$ cat src/rtl/mws_pkg.sv
// Shared types and constants for the moving window sum block.
// No dependencies; imported by every module under rtl/.
package mws_pkg;

    localparam int SAMPLE_W       = 32;
    localparam int TOTAL_W        = 42;
    localparam int CFG_W          = 11;
    localparam int WINDOW_MAX_DEF = 1024;

    // One result beat as it leaves the block
    typedef struct packed {
        logic signed [TOTAL_W-1:0] window_total;
        logic                      total_available;
        logic                      gap_error;
    } t_result;

endpackage

$ cat src/rtl/mws_out_buf.sv
// Two-entry output buffer: output register plus a skid slot.
// Depends on mws_pkg for the result type.
module mws_out_buf (
    input  logic             i_clk,
    input  logic             i_rst_n,
    input  logic             i_push,
    input  mws_pkg::t_result i_data,
    output logic             o_in_ready,
    output logic             o_valid,
    input  logic             i_ready,
    output mws_pkg::t_result o_data
);
    import mws_pkg::*;

    logic    r_out_vld;
    logic    r_skid_vld;
    t_result r_out;
    t_result r_skid;
    logic    w_pop;

    assign w_pop      = r_out_vld && i_ready;
    assign o_in_ready = !r_skid_vld;

    // Control: advance skid into output when the output frees up
    always_ff @(posedge i_clk) begin
        if (!i_rst_n) begin
            r_out_vld  <= 1'b0;
            r_skid_vld <= 1'b0;
        end else if (!r_out_vld || w_pop) begin
            r_out_vld  <= r_skid_vld || i_push;
            r_skid_vld <= 1'b0;
        end else if (i_push) begin
            r_skid_vld <= 1'b1;
        end
    end

    // Payload: no reset needed
    always_ff @(posedge i_clk) begin
        if (!r_out_vld || w_pop) begin
            r_out <= r_skid_vld ? r_skid : i_data;
        end else if (i_push) begin
            r_skid <= i_data;
        end
    end

    assign o_valid = r_out_vld;
    assign o_data  = r_out;

    // Skid slot is only used behind a held output beat
    a_skid_behind: assert property (@(posedge i_clk) disable iff (!i_rst_n)
        r_skid_vld |-> r_out_vld)
        else $error("skid slot full while output empty");

    // A held beat with a full skid must not be overwritten
    a_no_overrun: assert property (@(posedge i_clk) disable iff (!i_rst_n)
        r_skid_vld && !i_ready |=> r_skid_vld && r_out_vld)
        else $error("output buffer dropped a beat");

    // Nothing is pushed into a full buffer
    a_push_room: assert property (@(posedge i_clk) disable iff (!i_rst_n)
        i_push |-> !r_skid_vld)
        else $error("push into full output buffer");

endmodule
$ cat config.mk
export PLATFORM = sky130hd
export DESIGN_NAME = mws_out_buf
export DESIGN_NICKNAME = d
export VERILOG_FILES = /design/src/rtl/mws_pkg.sv /design/src/rtl/mws_out_buf.sv
export SDC_FILE = /design/constraint.sdc
export NUM_CORES = 1
export LEC_CHECK = 0
export BUFFER_PORTS_ARGS = -buffer_cell sky130_fd_sc_hd__buf_2
export CAP_MARGIN = 20
export CORE_MARGIN = 10
export CORE_UTILIZATION = 30
export CTS_CLUSTER_DIAMETER = 200
export DETAILED_ROUTE_END_ITERATION = 8
export GPL_TIMING_DRIVEN = 1
export HOLD_SLACK_MARGIN = 0.06
export SYNTH_ARGS = -nofsm -noshare
export SYNTH_HDL_FRONTEND = slang
export SYNTH_SLANG_ARGS = --single-unit
$ cat constraint.sdc
create_clock -name i_clk -period 6.4 [get_ports i_clk]
set_clock_uncertainty 0.15 [all_clocks]
set_input_delay 0.32 -clock i_clk [delete_from_list [all_inputs] [get_ports i_clk]]
set_output_delay 0.32 -clock i_clk [all_outputs]
set_load 0.03 [all_outputs]
Word-level counts from Yosys, hierarchy flattened
Index checks and enable logic that the tools add are counted.
{"block": "totals", "regBits": 90, "in_bits": 48, "out_inout_bits": 46, "wordCells": 18}
{"block": "op_classes", "muxes": 1, "bitwise_logic": 2, "n_reduce_logical": 7}
{"op": "44-bit 2-to-1 mux", "count": 1}
{"op": "1-bit logical NOT", "count": 2}
{"op": "1-bit logical OR", "count": 2}
{"op": "1-bit NOT", "count": 2}
{"op": "2-bit AND reduction", "count": 1}
{"op": "2-bit OR reduction", "count": 1}
{"op": "1-bit logical AND", "count": 1}

Longest topological paths before layout
{"block": "logic_depth", "ltp_word": 4, "depth_mapped": 4, "depth_no_buf": 2}

Worst setup path before layout
Ideal clock, no wire load.
{"block": "synth_timing", "path_type": "reg-to-reg", "from": "reg r_out_vld, in the netlist o_valid", "to": "reg r_skid[0] (netlist bit), enable pin", "setup_ns": 0.445, "arrival_time_ns": 3.614, "required_time_ns": 5.805, "path_slack_ns": 2.190, "stages_incl_launch_ff": 3, "path_buffers": 0, "synth_period_minus_slack_ns": 4.210, "path_cell_list": "dfxtp_1 -> nand2b_1 -> nor2_1"}
{"block": "synth_between", "elab_chain_cells": 4, "word_cells_on_any_way": 5, "cone_classes": "bitwise: 1; reduce/logical: 4"}
{"item": "from (decl)", "line_no": "mws_out_buf.sv:15", "rtl": "logic r_out_vld;"}
{"item": "from (signal assigned)", "line_no": "mws_out_buf.sv:30", "rtl": "r_out_vld <= r_skid_vld || i_push;"}
{"item": "1-bit logical NOT / 1-bit logical AND (equally long branches)", "line_no": "mws_out_buf.sv:39, mws_out_buf.sv:21"}
{"item": "1-bit logical OR *", "line_no": "mws_out_buf.sv:39", "rtl": "if (!r_out_vld || w_pop) begin"}
{"item": "1-bit NOT (no line) *"}
{"item": "2-bit AND reduction (no line) *"}
{"item": "to (signal assigned)", "line_no": "mws_out_buf.sv:42", "rtl": "r_skid <= i_data;"}
{"item": "to (decl)", "line_no": "mws_out_buf.sv:18", "rtl": "t_result r_skid;"}
Every way passes the cells marked *; elsewhere a longest branch is shown, timed or not.
A chain may end at the register's enable or synchronous reset.

Worst setup path in the final report
{"block": "layout_timing", "from": "reg r_skid_vld", "to": "out o_in_ready"}
{"block": "layout_between", "elab_chain_cells": 1}
{"item": "from (decl)", "line_no": "mws_out_buf.sv:16", "rtl": "logic r_skid_vld;"}
{"item": "from (signal assigned)", "line_no": "mws_out_buf.sv:28", "rtl": "r_skid_vld <= 1'b0;"}
{"item": "from (signal assigned)", "line_no": "mws_out_buf.sv:31", "rtl": "r_skid_vld <= 1'b0;"}
{"item": "from (signal assigned)", "line_no": "mws_out_buf.sv:33", "rtl": "r_skid_vld <= 1'b1;"}
{"item": "1-bit logical NOT", "line_no": "mws_out_buf.sv:22", "rtl": "assign o_in_ready = !r_skid_vld;"}
{"item": "to (decl)", "line_no": "mws_out_buf.sv:8", "rtl": "output logic o_in_ready,"}
No other way between the ends.

==> metrics <==
share of layout cells above drive strength 1=53.0%; storage element area=2690 µm²; CP startpoint kind=flip-flop; Cell Area, Synth=roughly 3500 µm²; Initial Utilization=about 30%; largest net degree at the start of global routing=between 40 and 50; DPL Wire Length=4350 µm; total gr overflow=0; Die Span Y=about 130 µm; WP data arrival=between 1500 and 2000 ps; Final Cycle Share=a little under a third; Num CTS Buffers=9; reg2reg start=o_valid; initial antenna violation count=0; crit path kind=flip-flop to primary output; Worst-Skew Late Latency=about 330 ps; RSZ-0062 raised after global routing=false; Final TNS setup=0 ps; Pwr per Cell Area=275 nW/µm²; Vias/cell=4.01; syn avg cell area=about 24 µm²; Wirelength per Cell=15.0 µm; Routed WL=6600 µm; synth unique cells=12; CP Max Fanout=46; synth warn=0; Lkg Pwr=1.87 nW; Hold Crit Depth=2; TritonCTS Sinks=90; Nets=roughly 340; # diodes=0; DRT iter0 DRCs=60; CTS Buffer Depth=2; I/O Buffers=93; fill count=about 1.1k; non-filler cells, final=~440; Synth Register Bits=90; slew margin rel.=a little over two fifths; num rows=39; worst hold path class=input port to flip-flop; Final Hold Viols=0; Worst EP required=around 5900 ps; WHS Endpoint=o_valid; H-tree depth=3; Final setup violation count=0; area of the core=around 11000 µm²; VDD IR max=0.113 mV; Seq/Total Area, Yosys=about 78%; minimum clock period=~2000 ps; area of the multi-input gates=approximately 690 µm²; antenna viol nets, final=0; max_cap viols=0; status=finished clean; CP Capture Type=primary output; Worst Tran Pin Value=about 860 ps; number of vias in the routed layout=between 1.5k and 2k; Syn-to-layout area delta=37.2%; minimum hold slack=99.9 ps; Post-CTS Resized=0; CTS tree=done; Worst R2R End=r_skid[9]; Max Freq=about 0.50 GHz; drt drc=0; Mapped Cells=146; first-pass GRT wire length=about 11000 µm; DIE AREA=16200 µm²; Root Driver=clkbuf_16; # IOs=94; Hold Startpoint=i_rst_n; r2r setup slk=about 4500 ps; Die Width=approximately 130 µm; GRT Total Usage=8.34%; DRT Pass-1 Iters=4; placed insts=approximately 380; worst r2r path cells=4; Net Count, Synth=between 150 and 200; Max Slew Vio Count=0; GPL Wtd Cong=between 0.6 and 0.7; vias in the first global route=approximately 2.0k; clk slew on worst S/H paths=approximately 60 ps
## synth_stat cells
cell | count | area [µm²]
buf_12 | 4 | 80.1
nand2b_1 | 1 | 6.26
dfxtp_1 | 2 | 40.0
buf_6 | 1 | 11.3
mux2_4 | 38 | 571
a21boi_0 | 1 | 7.51
nor2_4 | 1 | 11.3
mux2_2 | 6 | 67.6
inv_1 | 2 | 7.51
nor3b_2 | 1 | 12.5
edfxtp_1 | 88 | 2640
nor2_1 | 1 | 3.75
## registers in the layout, summed over array words and instances (netlist names)
name,flops
o_data,44
r_skid_vld,1
r_skid,44
o_valid,1
## worst max-delay path by stage
stage / startpoint / endpoint / slack [ps] / cells after the start
floorplan: o_valid / r_skid[0] / 2190 / 2
global placement: i_ready / r_skid[32] / 4310 / 5
detailed placement: i_ready / r_skid[26] / 4280 / 5
CTS: r_skid_vld / o_in_ready / 4330 / 2
global route: r_skid_vld / o_in_ready / 4280 / 2
finish: r_skid_vld / o_in_ready / 4410 / 2
## stage by stage
stage               utilization, %  instance area, µm²  power [W]  worst slack, ps
CTS                           41.8                4750    0.00133             4330
floorplan                        -                3460   0.000785             2190
global placement              35.6                4040   0.000828             4310
finish                        41.8                4750    0.00131             4410
detailed placement            35.6                4040   0.000831             4280
global route                  41.8                4750    0.00136             4280
## power by group
group	switching, W	internal, W	total (W)
Clock	0.000199	0.000272	0.000471
Sequential	0.0000107	0.000680	0.000691
Combinational	0.0000790	0.0000658	0.000145
## what timing repair did
item | 4_1_cts | 5_1_grt
hold buffers | 44 | 0
endpoints found under the hold margin | 44 | 0
buffers inserted | 0 | 0
## layer usage
metal / track usage [%] / vias to the layer above / wire, µm
met3: 2.98 / 10 / 474
met5: 0 / - / 0
met4: 5.22 / 0 / 136
met2: 13.8 / 52 / 3250
met1: 8.95 / 836 / 2730
li1: - / 862 / -
## layout by cell type (no fill, tap or decap)
master,n
dfxtp_4,1
inv_1,2
mux2_2,6
buf_2,93
buf_4,2
clkbuf_16,9
nor3b_2,1
dlygate4sd3_1,44
mux2_4,38
clkinv_2,3
a21boi_0,1
edfxtp_1,88
clkbuf_1,3
clkbuf_8,1
dfxtp_1,1
nor2_4,2
nand2b_2,1
## final cells by class
class / count / share of cell area, %
Clock buffer: 13 / 5.27
Clock inverter: 3 / 0.316
Tap cell: 143 / 3.77
Inverter: 2 / 0.158
Timing Repair Buffer: 139 / 19.4
Multi-Input combinational cell: 49 / 14.5
Sequential cell: 90 / 56.6
## worst max-delay path: stages, from the launching register on
cell and delay [ps]:
dfxtp_4 880, inv_1 90, buf_2 210
## cell families (layout without fill, tap and decap cells)
logic type,after synthesis,count (layout),synth area share [%]
buffers and inverters,7,157,2.86
and+or+nand+nor,4,4,0.976
DFF,90,90,77.5
muxes,44,44,18.4
AOI/OAI and AO/OA,1,1,0.217
Note: power is estimated with default switching activity, not from simulation.
